`src/rtl/sll_pkg.sv`:
```
// ----------------------------------------------------------------------------
// Shell line lexer package
// Result record, token kind codes, character codes and character classes
// shared by the lexer core and the top level.
// ----------------------------------------------------------------------------
package sll_pkg;

  // Token kinds carried on a token end mark.
  localparam logic [2:0] KIND_WORD     = 3'd0;
  localparam logic [2:0] KIND_STRING   = 3'd1;
  localparam logic [2:0] KIND_PIPE     = 3'd2;
  localparam logic [2:0] KIND_REDIR_R  = 3'd3;
  localparam logic [2:0] KIND_REDIR_L  = 3'd4;
  localparam logic [2:0] KIND_OTHER_OP = 3'd5;

  // Character codes.
  localparam logic [7:0] CH_SPACE = 8'h20;
  localparam logic [7:0] CH_TAB   = 8'h09;
  localparam logic [7:0] CH_CR    = 8'h0D;
  localparam logic [7:0] CH_LF    = 8'h0A;
  localparam logic [7:0] CH_PIPE  = 8'h7C;
  localparam logic [7:0] CH_GT    = 8'h3E;
  localparam logic [7:0] CH_LT    = 8'h3C;
  localparam logic [7:0] CH_AMP   = 8'h26;
  localparam logic [7:0] CH_QUOTE = 8'h22;

  // Depth of the result queue and width of its pointers.
  localparam int unsigned QDEPTH = 4;
  localparam int unsigned QPTR_W = 2;

  // One result item.
  typedef struct packed {
    logic       has_char;
    logic [7:0] char_value;
    logic       token_end;
    logic [2:0] token_kind;
    logic       unterminated;
    logic       last_result;
  } result_t;

  // Separator characters.
  function automatic logic is_sep(input logic [7:0] c);
    return (c == CH_SPACE) || (c == CH_TAB) || (c == CH_CR) || (c == CH_LF);
  endfunction

  // Operator characters.
  function automatic logic is_op(input logic [7:0] c);
    return (c == CH_PIPE) || (c == CH_GT) || (c == CH_LT) || (c == CH_AMP);
  endfunction

  // Kind of a single-character operator token.
  function automatic logic [2:0] op_kind(input logic [7:0] c);
    logic [2:0] k;
    k = KIND_OTHER_OP;
    if (c == CH_PIPE) begin
      k = KIND_PIPE;
    end else if (c == CH_GT) begin
      k = KIND_REDIR_R;
    end else if (c == CH_LT) begin
      k = KIND_REDIR_L;
    end
    return k;
  endfunction

  // Builds a result with unused fields held at zero.
  function automatic result_t make_res(input logic has, input logic [7:0] ch,
                                       input logic fin, input logic [2:0] kind,
                                       input logic unterm);
    result_t r;
    r.has_char     = has;
    r.char_value   = has ? ch : 8'd0;
    r.token_end    = fin;
    r.token_kind   = fin ? kind : KIND_WORD;
    r.unterminated = unterm;
    r.last_result  = 1'b0;
    return r;
  endfunction

endpackage

```
`src/rtl/sll_if.sv`:
```
// ----------------------------------------------------------------------------
// Shell line lexer channels
// Valid/ready channels for input characters and for result items.
// ----------------------------------------------------------------------------
interface sll_in_if;
  logic       valid;
  logic       ready;
  logic [7:0] char_in;
  logic       line_end;

  modport source (output valid, char_in, line_end, input ready);
  modport sink   (input valid, char_in, line_end, output ready);
endinterface

interface sll_out_if;
  logic       valid;
  logic       ready;
  logic       has_char;
  logic [7:0] char_value;
  logic       token_end;
  logic [2:0] token_kind;
  logic       unterminated;
  logic       last_result;

  modport source (output valid, has_char, char_value, token_end, token_kind,
                  unterminated, last_result, input ready);
  modport sink   (input valid, has_char, char_value, token_end, token_kind,
                  unterminated, last_result, output ready);
endinterface

```
`src/rtl/shell_line_lexer.sv`:
```
// A result item enters the result queue when its character is accepted and is offered on
// the output once the items ahead of it have been taken. One character per cycle while
// each character yields at most one result item and the output does not stall; the
// four-entry result queue takes a character only while it has room for two result items.
// Reset (synchronous, active high) clears the lexer state and empties the result queue.
// ----------------------------------------------------------------------------
// Shell line lexer
// Streams token characters and token end marks from a command line that
// arrives one character per item.
// ----------------------------------------------------------------------------
module shell_line_lexer (
  input logic       clk,
  input logic       rst,
  sll_in_if.sink    line_in,
  sll_out_if.source token_out
);
  import sll_pkg::*;

  logic               in_acc;
  logic               pop;
  logic [1:0]         push_n;
  result_t            res_a, res_b;
  result_t            queue [QDEPTH];
  logic [QPTR_W-1:0]  wr_ptr, rd_ptr;
  logic [QPTR_W:0]    count, count_next;
  result_t            head;

  // Room for two more result items is needed before a character is taken.
  assign line_in.ready = (count <= 3'(QDEPTH - 2));
  assign in_acc        = line_in.valid && line_in.ready;

  sll_core u_core (
    .clk       (clk),
    .rst       (rst),
    .accept    (in_acc),
    .char_in   (line_in.char_in),
    .line_end  (line_in.line_end),
    .res_count (push_n),
    .res_a     (res_a),
    .res_b     (res_b)
  );

  // Result queue storage.
  always_ff @(posedge clk) begin
    if (in_acc && (push_n != 2'd0)) begin
      queue[wr_ptr] <= res_a;
    end
    if (in_acc && (push_n == 2'd2)) begin
      queue[wr_ptr + 1'b1] <= res_b;
    end
  end

  // Queue pointers and fill count.
  assign pop        = token_out.valid && token_out.ready;
  assign count_next = count + (in_acc ? {1'b0, push_n} : 3'd0) - {2'b00, pop};

  always_ff @(posedge clk) begin
    if (rst) begin
      wr_ptr <= '0;
      rd_ptr <= '0;
      count  <= '0;
    end else begin
      if (in_acc) begin
        wr_ptr <= wr_ptr + push_n;
      end
      if (pop) begin
        rd_ptr <= rd_ptr + 1'b1;
      end
      count <= count_next;
    end
  end

  // Output side reads the head of the queue.
  assign head                   = queue[rd_ptr];
  assign token_out.valid        = (count != '0);
  assign token_out.has_char     = head.has_char;
  assign token_out.char_value   = head.char_value;
  assign token_out.token_end    = head.token_end;
  assign token_out.token_kind   = head.token_kind;
  assign token_out.unterminated = head.unterminated;
  assign token_out.last_result  = head.last_result;

  // The queue never holds more items than it has entries.
  a_count_bound: assert property (@(posedge clk) disable iff (rst)
    count <= 3'(QDEPTH))
    else $error("result queue overflow");

  // Of two results from one character, only the second closes the item.
  a_last_order: assert property (@(posedge clk) disable iff (rst)
    (in_acc && (push_n == 2'd2)) |-> (!res_a.last_result && res_b.last_result))
    else $error("last_result on the wrong result");

  // A single result from one character always closes the item.
  a_last_single: assert property (@(posedge clk) disable iff (rst)
    (in_acc && (push_n == 2'd1)) |-> res_a.last_result)
    else $error("single result lacks last_result");

  // On a push without a pop, the fill count grows by the items pushed.
  a_count_track: assert property (@(posedge clk) disable iff (rst)
    (in_acc && !pop) |=> (count == $past(count) + {1'b0, $past(push_n)}))
    else $error("result queue count mismatch");

endmodule

```
`src/rtl/sll_core.sv`:
```
// ----------------------------------------------------------------------------
// Shell line lexer core
// Holds the lexer state and works out, combinationally, the zero, one or two
// result items that an accepted character causes.
// ----------------------------------------------------------------------------
module sll_core (
  input  logic             clk,
  input  logic             rst,
  input  logic             accept,
  input  logic [7:0]       char_in,
  input  logic             line_end,
  output logic [1:0]       res_count,
  output sll_pkg::result_t res_a,
  output sll_pkg::result_t res_b
);
  import sll_pkg::*;

  // Lexer state.
  logic       quote_mode,      quote_mode_next;
  logic       pend_valid,      pend_valid_next;
  logic [7:0] pend_char,       pend_char_next;
  logic       token_open,      token_open_next;
  logic       token_string,    token_string_next;

  logic       consumed;
  logic [1:0] cnt;
  logic [2:0] close_kind;
  logic [2:0] end_kind;
  logic       end_unterm;
  result_t    res_arr [2];

  // Next state and results for the character on the input.
  always_comb begin
    quote_mode_next   = quote_mode;
    pend_valid_next   = pend_valid;
    pend_char_next    = pend_char;
    token_open_next   = token_open;
    token_string_next = token_string;
    consumed          = 1'b0;
    cnt               = 2'd0;
    res_arr[0]        = '0;
    res_arr[1]        = '0;
    close_kind        = token_string ? KIND_STRING : KIND_WORD;

    // A waiting operator either doubles up or is closed on its own.
    if (pend_valid) begin
      if (!quote_mode && (char_in == pend_char)) begin
        res_arr[0] = make_res(1'b1, char_in, 1'b1, KIND_OTHER_OP, 1'b0);
        consumed   = 1'b1;
      end else begin
        res_arr[0] = make_res(1'b0, 8'd0, 1'b1, op_kind(pend_char), 1'b0);
      end
      cnt             = 2'd1;
      pend_valid_next = 1'b0;
      pend_char_next  = 8'd0;
    end

    // Classify the character.
    if (!consumed) begin
      if (quote_mode) begin
        if (char_in == CH_QUOTE) begin
          if (token_open) begin
            res_arr[cnt[0]] = make_res(1'b0, 8'd0, 1'b1, KIND_STRING, 1'b0);
            cnt             = cnt + 2'd1;
          end
          token_open_next   = 1'b0;
          token_string_next = 1'b0;
          quote_mode_next   = 1'b0;
        end else begin
          res_arr[cnt[0]] = make_res(1'b1, char_in, 1'b0, KIND_WORD, 1'b0);
          cnt             = cnt + 2'd1;
          token_open_next = 1'b1;
        end
      end else if (is_sep(char_in)) begin
        if (token_open) begin
          res_arr[cnt[0]] = make_res(1'b0, 8'd0, 1'b1, close_kind, 1'b0);
          cnt             = cnt + 2'd1;
        end
        token_open_next   = 1'b0;
        token_string_next = 1'b0;
      end else if (is_op(char_in)) begin
        if (token_open) begin
          res_arr[cnt[0]] = make_res(1'b0, 8'd0, 1'b1, close_kind, 1'b0);
          cnt             = cnt + 2'd1;
        end
        token_open_next   = 1'b0;
        token_string_next = 1'b0;
        res_arr[cnt[0]]   = make_res(1'b1, char_in, 1'b0, KIND_WORD, 1'b0);
        cnt               = cnt + 2'd1;
        pend_valid_next   = 1'b1;
        pend_char_next    = char_in;
      end else if (char_in == CH_QUOTE) begin
        quote_mode_next   = 1'b1;
        token_string_next = 1'b1;
      end else begin
        res_arr[cnt[0]] = make_res(1'b1, char_in, 1'b0, KIND_WORD, 1'b0);
        cnt             = cnt + 2'd1;
        token_open_next = 1'b1;
      end
    end

    // At line end the open token closes, on the last result if it is free.
    end_kind   = pend_valid_next ? op_kind(pend_char_next)
               : (token_string_next ? KIND_STRING : KIND_WORD);
    end_unterm = quote_mode_next && token_open_next;
    if (line_end) begin
      if (pend_valid_next || token_open_next) begin
        if ((cnt != 2'd0) && !res_arr[cnt[0] - 1'b1].token_end) begin
          res_arr[cnt[0] - 1'b1].token_end    = 1'b1;
          res_arr[cnt[0] - 1'b1].token_kind   = end_kind;
          res_arr[cnt[0] - 1'b1].unterminated = end_unterm;
        end else begin
          res_arr[cnt[0]] = make_res(1'b0, 8'd0, 1'b1, end_kind, end_unterm);
          cnt             = cnt + 2'd1;
        end
      end
      quote_mode_next   = 1'b0;
      pend_valid_next   = 1'b0;
      pend_char_next    = 8'd0;
      token_open_next   = 1'b0;
      token_string_next = 1'b0;
    end

    // Mark the final result of this item.
    if (cnt != 2'd0) begin
      res_arr[cnt[0] - 1'b1].last_result = 1'b1;
    end
  end

  // State update on each accepted item.
  always_ff @(posedge clk) begin
    if (rst) begin
      quote_mode   <= 1'b0;
      pend_valid   <= 1'b0;
      pend_char    <= 8'd0;
      token_open   <= 1'b0;
      token_string <= 1'b0;
    end else if (accept) begin
      quote_mode   <= quote_mode_next;
      pend_valid   <= pend_valid_next;
      pend_char    <= pend_char_next;
      token_open   <= token_open_next;
      token_string <= token_string_next;
    end
  end

  assign res_count = cnt;
  assign res_a     = res_arr[0];
  assign res_b     = res_arr[1];

endmodule

```
`src/flat_wrapper.sv`:
```
// flat-port wrapper written by rule: the top's interface ports become plain ports
module shell_line_lexer_flat import sll_pkg::*;
  (clk, rst, line_in_valid, line_in_char_in, line_in_line_end, line_in_ready, token_out_valid, token_out_has_char, token_out_char_value, token_out_token_end, token_out_token_kind, token_out_unterminated, token_out_last_result, token_out_ready);
  sll_in_if line_in_i ();
  sll_out_if token_out_i ();
  input logic clk;
  input logic rst;
  input wire logic [$bits(line_in_i.valid)-1:0] line_in_valid;
  input wire logic [$bits(line_in_i.char_in)-1:0] line_in_char_in;
  input wire logic [$bits(line_in_i.line_end)-1:0] line_in_line_end;
  output wire logic [$bits(line_in_i.ready)-1:0] line_in_ready;
  output wire logic [$bits(token_out_i.valid)-1:0] token_out_valid;
  output wire logic [$bits(token_out_i.has_char)-1:0] token_out_has_char;
  output wire logic [$bits(token_out_i.char_value)-1:0] token_out_char_value;
  output wire logic [$bits(token_out_i.token_end)-1:0] token_out_token_end;
  output wire logic [$bits(token_out_i.token_kind)-1:0] token_out_token_kind;
  output wire logic [$bits(token_out_i.unterminated)-1:0] token_out_unterminated;
  output wire logic [$bits(token_out_i.last_result)-1:0] token_out_last_result;
  input wire logic [$bits(token_out_i.ready)-1:0] token_out_ready;
  assign line_in_i.valid = line_in_valid;
  assign line_in_i.char_in = line_in_char_in;
  assign line_in_i.line_end = line_in_line_end;
  assign line_in_ready = line_in_i.ready;
  assign token_out_valid = token_out_i.valid;
  assign token_out_has_char = token_out_i.has_char;
  assign token_out_char_value = token_out_i.char_value;
  assign token_out_token_end = token_out_i.token_end;
  assign token_out_token_kind = token_out_i.token_kind;
  assign token_out_unterminated = token_out_i.unterminated;
  assign token_out_last_result = token_out_i.last_result;
  assign token_out_i.ready = token_out_ready;
  shell_line_lexer u_core (.clk(clk), .rst(rst), .line_in(line_in_i), .token_out(token_out_i));
endmodule
```
`config.mk`:
```
export PLATFORM = sky130hd
export DESIGN_NAME = shell_line_lexer_flat
export DESIGN_NICKNAME = d
export VERILOG_FILES = /design/src/rtl/sll_pkg.sv /design/src/rtl/sll_if.sv /design/src/rtl/shell_line_lexer.sv /design/src/rtl/sll_core.sv /design/src/flat_wrapper.sv
export SDC_FILE = /design/constraint.sdc
export NUM_CORES = 1
export LEC_CHECK = 0
export BUFFER_PORTS_ARGS = -buffer_cell sky130_fd_sc_hd__buf_2
export CAP_MARGIN = 20
export CELL_PAD_IN_SITES_DETAIL_PLACEMENT = 2
export CELL_PAD_IN_SITES_GLOBAL_PLACEMENT = 2
export CORE_MARGIN = 4
export CORE_UTILIZATION = 46
export CTS_CLUSTER_SIZE = 24
export DETAILED_ROUTE_END_ITERATION = 8
export PLACE_DENSITY_LB_ADDON = 0.3
export RECOVER_POWER = 25
export SLEW_MARGIN = 20
export SYNTH_ARGS = -nofsm -noshare
export SYNTH_HDL_FRONTEND = slang
export SYNTH_HIERARCHICAL = 1
export SYNTH_SLANG_ARGS = --single-unit
```
`constraint.sdc`:
```
create_clock -name clk -period 13.7 [get_ports clk]
set_clock_uncertainty 0.15 [all_clocks]
set_input_delay 0.685 -clock clk [delete_from_list [all_inputs] [get_ports clk]]
set_output_delay 0.685 -clock clk [all_outputs]
set_load 0.02 [all_outputs]
```
==> results.toml, run 1 <==
[status]
status = "finished clean"

[placement]
pre_cts_ws_ps = 7673
gp_congestion = 0.8087
dp_hpwl_mm = 11.33
numPortBuffers = 29
placed_cell_area_um2 = 5498
place_inst = 577

[cells_and_area]
drive_gt1_share_pct = 30.46
num_antenna_cells = 0
final_util_pct = 52.10
final-seq-area_um2 = 2222
fillCellCount = 1080
final_cells = 593
nNetsFinal = 472
areaGrowthSynthToFinish_pct = 8.813
multi_input_area_um2 = 2846
fin_area_um2 = 5747

[critical_path]
rr_worst_depth = 15
crit_required_ps = 13640
critPathKind = "in -> reg"
r2r-start = "u_core/u_core/pend_valid$_SDFFE_PP0P_"
path_max_fanout = 15
r2r_setup_slack_ps = 7710
slowest_delay_ps = 790
crit_chain = "buf_2, nor3b_1, o21ai_2, a2111oi_4, or2_2, o211ai_1, inv_1, ha_1, nor2_1, o211ai_1, nor2b_1, a211oi_1, mux2i_1, nor2b_1, nand4_4, mux2_4"
reg2reg_to = "u_core/queue[3][8]$_DFFE_PP_"
startpoint_type = "input pin"
cp.arrival_ps = 5950
slowest_stage = "nor2b_1"
setup.worst_path.end_class = "register"

[synthesis]
yosysSeqAreaShare_pct = 42.08
netlist_top_cells_area = "edfxtp_1, mux2_4, dfxtp_1"
ys_types = 65
synth_top_area_share_pct = 34.12
syn-num-nets = 450
synth_seq_cells = 81
netlist_area_um2 = 5281
avgSynthCellArea_um2 = 12.40
yosys_warnings = 6
synth.largest_area_cell = "edfxtp_1"
synth_edf_count = 60
synth_top_cells_by_count = "edfxtp_1, mux2_4, nor2_1"
ys.flop_type = "edfxtp_1"
netlist_instances = 426
synth.most_common_cell = "edfxtp_1"
async_flop_share_pct = 0

[clock_tree]
clock_latency_ps = 350
clock_tree.buffer_depth = 2
clkTransAtPathRegs_ps = 60
hold_buffers = 0
cts_tree = "yes"
numCtsBuffers = 9
post_cts_buffers = 0
htreeDepth = 3
cts-root-buf = "clkbuf_16"
post_cts_resize_count = 0
clock_sinks = 81

[global_routing]
grt_pass1_vias = 4193
grt-ovfl-total = 0
grt_max_degree = 22
track_usage_pct = 27.13
antenna_found_initial = 0
grt_pass1_wl_mm = 26.42

[floorplanning]
row_count = 38
die_area_um2 = 13260
die-width_um = 115.2
initial_core_util_pct = 47.88
core_area_um2 = 11030
io_pins = 30
fp.dieH_um = 115.2

[timing]
slew_violations = 0
setup_viol = 0
final.setup.tns_ps = 0
hold_slack_ps = 338.2
slew_headroom_pct = 12.69
period_share_pct = 43.86
hold_violations = 0
max_freq_mhz = 166.4
period_needed_ps = 6009
worst_pin_slew_ps = 1310
setup_slack_ps = 7691
rsz0062_at_grt = "false"

[pwr]
internal-power_uw = 511.1
swShare_pct = 33.85
clkPwrFrac_pct = 31.7
power_switching_uw = 261.6
p_seq_share_pct = 41.7
p_leak_nw = 2.174
power_uw = 772.7
ir_drop_mv = 0.1471
power_frac_comb_pct = 26.5
power.density_nw_per_um2 = 134.5

[detailed_routing]
wl_mm = 17.00
wl_per_cell_um = 28.66
firstDrtPassIters = 5
postRouteAntennaNets = 0
drt_iter0_drc = 300
dr_total_vias = 3809
drc = 0
vias_per_cell = 6.423

[worst_hold_path]
min-delay-start = "u_core/u_core/pend_char[4]$_SDFFE_PP0P_"
hold_path_end = "u_core/u_core/pend_char[4]$_SDFFE_PP0P_"
min_path_type = "reg -> reg"
hold_depth = 2

[flow_run]
cap_violations = 0
==> area by class of cell <==
type | count | area share (%)
clock buffer | 10 | 4.354
tap | 140 | 3.048
inverter | 12 | 0.7838
sequential | 81 | 38.67
clock inverter | 6 | 0.8273
multi-input combinational | 310 | 49.53
timing repair buffer | 34 | 2.787
==> cells in the final DEF, fill, tap and decap left out, types with 3 or more instances in the layout <==
cell	Yosys	final
clkbuf_16	0	10
o31ai_1	3	3
o21ai_0	8	8
nand2_1	21	21
ha_1	10	10
mux2i_1	4	4
nor3_1	6	6
nor2_1	27	27
a21oi_2	3	3
nand3_1	8	8
clkbuf_1	7	16
a211oi_1	6	5
nand2b_1	8	8
inv_1	11	11
dfxtp_1	21	21
nand4_4	4	4
and3_1	9	9
mux2_2	24	24
a21o_1	3	3
buf_2	6	14
and2_1	9	9
o211ai_1	2	4
a21oi_1	23	24
mux4_2	15	15
buf_4	3	4
edfxtp_1	60	60
a31o_2	3	3
and3b_1	4	4
nor2b_1	10	10
a31oi_1	3	3
nor3b_1	3	3
mux2_4	41	41
xnor2_1	13	13
==> state kept, by name, summed over array words and instances (netlist names), named ones only <==
register / count
u_core/u_core/token_open: 1
u_core/u_core/pend_char: 8
u_core/u_core/token_string: 1
u_core/u_core/pend_valid: 1
u_core/count: 3
u_core/rd_ptr: 2
u_core/u_core/quote_mode: 1
u_core/wr_ptr: 2
u_core/queue: 60
==> how the worst max path moves through the flow <==
stage / from / end / slack, ps / depth (start not counted)
5_1_grt: u_core/u_core/pend_valid$_SDFFE_PP0P_ / u_core/queue[3][8]$_DFFE_PP_ / 7270 / 15
2_1_floorplan: line_in_char_in[1] / u_core/queue[1][0]$_DFFE_PP_ / 8660 / 16
3_5_place_dp: line_in_char_in[1] / u_core/queue[3][8]$_DFFE_PP_ / 7670 / 16
6_report: line_in_char_in[3] / u_core/queue[3][8]$_DFFE_PP_ / 7690 / 16
3_3_place_gp: line_in_char_in[3] / u_core/queue[0][13]$_DFFE_PP_ / 8030 / 16
4_1_cts: line_in_char_in[3] / u_core/queue[3][8]$_DFFE_PP_ / 7980 / 16
==> critical path, delay by kind of cell <==
kind | cells | cell delay (ps)
and+or+nand+nor | 6 | 2070
AOI/OAI and AO/OA | 5 | 1510
muxes | 2 | 1020
buffers and inverters | 2 | 390
adders and majority gates | 1 | 230
==> power by group through the flow <==
stage,clock network [mW],logic (mW),registers (mW)
after global routing,0.263,0.218,0.327
after floorplan,0,0.159,0.306
after global placement,0,0.192,0.323
after CTS,0.250,0.213,0.324
after detailed placement,0,0.207,0.329
final,0.245,0.205,0.322
==> routing by layer <==
layer	global-route usage (%)	vias to the layer above	part of all wire (%)
met3	4.632	24	4.0
met1	33.17	2023	41
met4	6.964	0	1.6
li1	-	1660	-
met2	49.38	102	53
met5	0	-	0
==> cells by family (layout without fill, tap and decap cells) <==
family	after synthesis	after routing	synth area share, %
AND/OR/NAND/NOR	126	126	14.40
multiplexers	85	85	24.19
flip-flops	81	81	42.08
AO/OA/AOI/OAI	73	73	10.26
buffers and inverters	35	62	3.838
XOR/XNOR	15	15	2.488
adder cells (fa/ha/maj)	11	11	2.748
Note: power is estimated with default switching activity, not from simulation.
==> inputs of run 2 (changes only) <==
CORE_UTILIZATION = 43   (was 46)
clock period = 5.6 ns   (was 13.7 ns; I/O delays follow)
==> run 2 against run 1 <==
  * Via count decreased by 5.8%
  * Sequential cell count unchanged
  * Critical path type is now reg -> reg
  * Setup slack got worse by 7000 ps
  * Sequential share of layout area decreased by 0.18 points
  * Critical path depth increased by 3
  * Register-to-register slack got worse by 7100 ps
  * Final area increased by 0.48%
  * Routed wire length decreased by 15%
  * Non-clock buffer count increased by 5
  * Worst hold slack got worse by 150 ps
==> results.toml, run 2 (synthesized netlist as in run 1, its figures left out) <==
[status]
status = "finished clean"

[floorplanning]
io_pins = 30
die_area_um2 = 14120
core_area_um2 = 12010
initial_core_util_pct = 43.97
fp.dieH_um = 118.8
die-width_um = 118.8
row_count = 40

[pwr]
p_leak_nw = 2.194
power.density_nw_per_um2 = 314.8
ir_drop_mv = 0.1287

[placement]
gp_congestion = 0.8177
dp_hpwl_mm = 10.22
numPortBuffers = 29
pre_cts_ws_ps = 721.4
placed_cell_area_um2 = 5544

[timing]
slew_headroom_pct = 19.32
setup_viol = 0
rsz0062_at_grt = "false"
worst_pin_slew_ps = 1210
hold_violations = 0
slew_violations = 0
max_freq_mhz = 202.2
setup_slack_ps = 654.9
final.setup.tns_ps = 0
period_needed_ps = 4945
period_share_pct = 88.31

[clock_tree]
numCtsBuffers = 9
clock_latency_ps = 340
htreeDepth = 3
cts_tree = "yes"
clkTransAtPathRegs_ps = 70
clock_tree.buffer_depth = 2
post_cts_buffers = 0
hold_buffers = 0
post_cts_resize_count = 0
clock_sinks = 81
cts-root-buf = "clkbuf_16"

[detailed_routing]
vias_per_cell = 5.932
drc = 0
dr_total_vias = 3589
wl_per_cell_um = 23.91
firstDrtPassIters = 4
wl_mm = 14.47
postRouteAntennaNets = 0
drt_iter0_drc = 178

[cells_and_area]
fin_area_um2 = 5774
top_register = "u_core/queue"
fillCellCount = 1215
largest_register_ffs = 60
nNetsFinal = 477
reg.largest.list = "u_core/queue: 60 flops, u_core/u_core/pend_char: 8 flops, u_core/count: 3 flops"
num_antenna_cells = 0
areaGrowthSynthToFinish_pct = 9.334
drive_gt1_share_pct = 31.22
mostFrequentLayoutCells = "edfxtp_1, mux2_4, nor2_1"
layout_commonest_cell = "edfxtp_1"

[global_routing]
antenna_found_initial = 0
grt_pass1_vias = 4042
grt_pass1_wl_mm = 23.34
track_usage_pct = 21.18
grt_max_degree = 22
grt-ovfl-total = 0

[critical_path]
crit_top_cell = "inv_1"
cp.arrival_ps = 5010
crit_chain = "inv_1, nand2_1, or4_1, o211ai_1, inv_1, ha_1, nor2_1, o211ai_2, a21oi_1, clkbuf_1, nand2_1, ha_1, inv_1, ha_1, inv_1, fa_1, xnor2_1, xnor2_1, nor2_1"
critPathKind = "reg -> reg"
crit_required_ps = 5670
slowest_delay_ps = 670
rr_worst_depth = 19
slowest_stage = "or4_1"
setup.worst_path.end_class = "register"
path_max_fanout = 11
startpoint_type = "register"

[worst_hold_path]
hold_depth = 3
min_path_type = "in -> reg"

[flow_run]
cap_violations = 0
[run 2: layer usage]
metal	routed length (um)	share of wire [%]	GRT usage (%)	vias to the layer above
met5	0	0	0	-
met2	7615	53	38.90	53
met1	6295	44	25.91	1856
li1	-	-	-	1671
met3	436	3.0	3.751	9
met4	116	0.80	4.562	0
[run 2: final cells by class]
| type | count | area [um2] | area share, % |
|---|---|---|---|
| multi-input cells | 310 | 2851 | 49.38 |
| flip-flops and latches | 81 | 2222 | 38.48 |
| clock buffers | 11 | 242.7 | 4.204 |
| repair buffers | 39 | 197.7 | 3.424 |
| well taps | 147 | 183.9 | 3.185 |
| inverters | 12 | 45.04 | 0.7801 |
| clock inverters | 5 | 31.28 | 0.5417 |
[run 2: report_power, final]
part           total [mW]  switching (mW)  internal [mW]
registers           0.781          0.0707          0.711
logic               0.480           0.274          0.205
clock network       0.557           0.245          0.311
total                1.82           0.591           1.23
[run 2: per-stage QoR]
| stage | hold slack (ps) | instances | util (%) | total power, mW |
|---|---|---|---|---|
| 3_3_place_gp | 324.9 | 589 | 46.16 | 1.264 |
| 2_1_floorplan | 306.7 | 426 | - | 1.137 |
| 6_report | 189.6 | 605 | 48.07 | 1.818 |
| 4_1_cts | 187.6 | 605 | 48.44 | 1.863 |
| 3_5_place_dp | 331.7 | 589 | 46.16 | 1.296 |
| 5_1_grt | 226.8 | 605 | 48.07 | 1.907 |
[run 2: worst paths after layout]
| check | start | endpoint | slack (ps) |
|---|---|---|---|
| worst min register to register | u_core/u_core/pend_char[2]$_SDFFE_PP0P_ | u_core/u_core/pend_char[2]$_SDFFE_PP0P_ | 340 |
| worst max-delay path | u_core/u_core/quote_mode$_SDFFE_PP0P_ | u_core/count[2]$_SDFF_PP0_ | 650 |
| worst min-delay path | line_in_line_end | u_core/u_core/token_open$_SDFFE_PP0P_ | 190 |
| worst max register to register | u_core/u_core/quote_mode$_SDFFE_PP0P_ | u_core/count[2]$_SDFF_PP0_ | 650 |
[run 2: worst max-delay path, delay by kind of cell (launching register included)]
family / cells / cell delay, ps
flops: 1 / 310
xor+xnor: 2 / 370
simple gates: 5 / 1160
compound gates: 3 / 680
buf+inv: 5 / 1010
fa+ha+maj: 4 / 1130
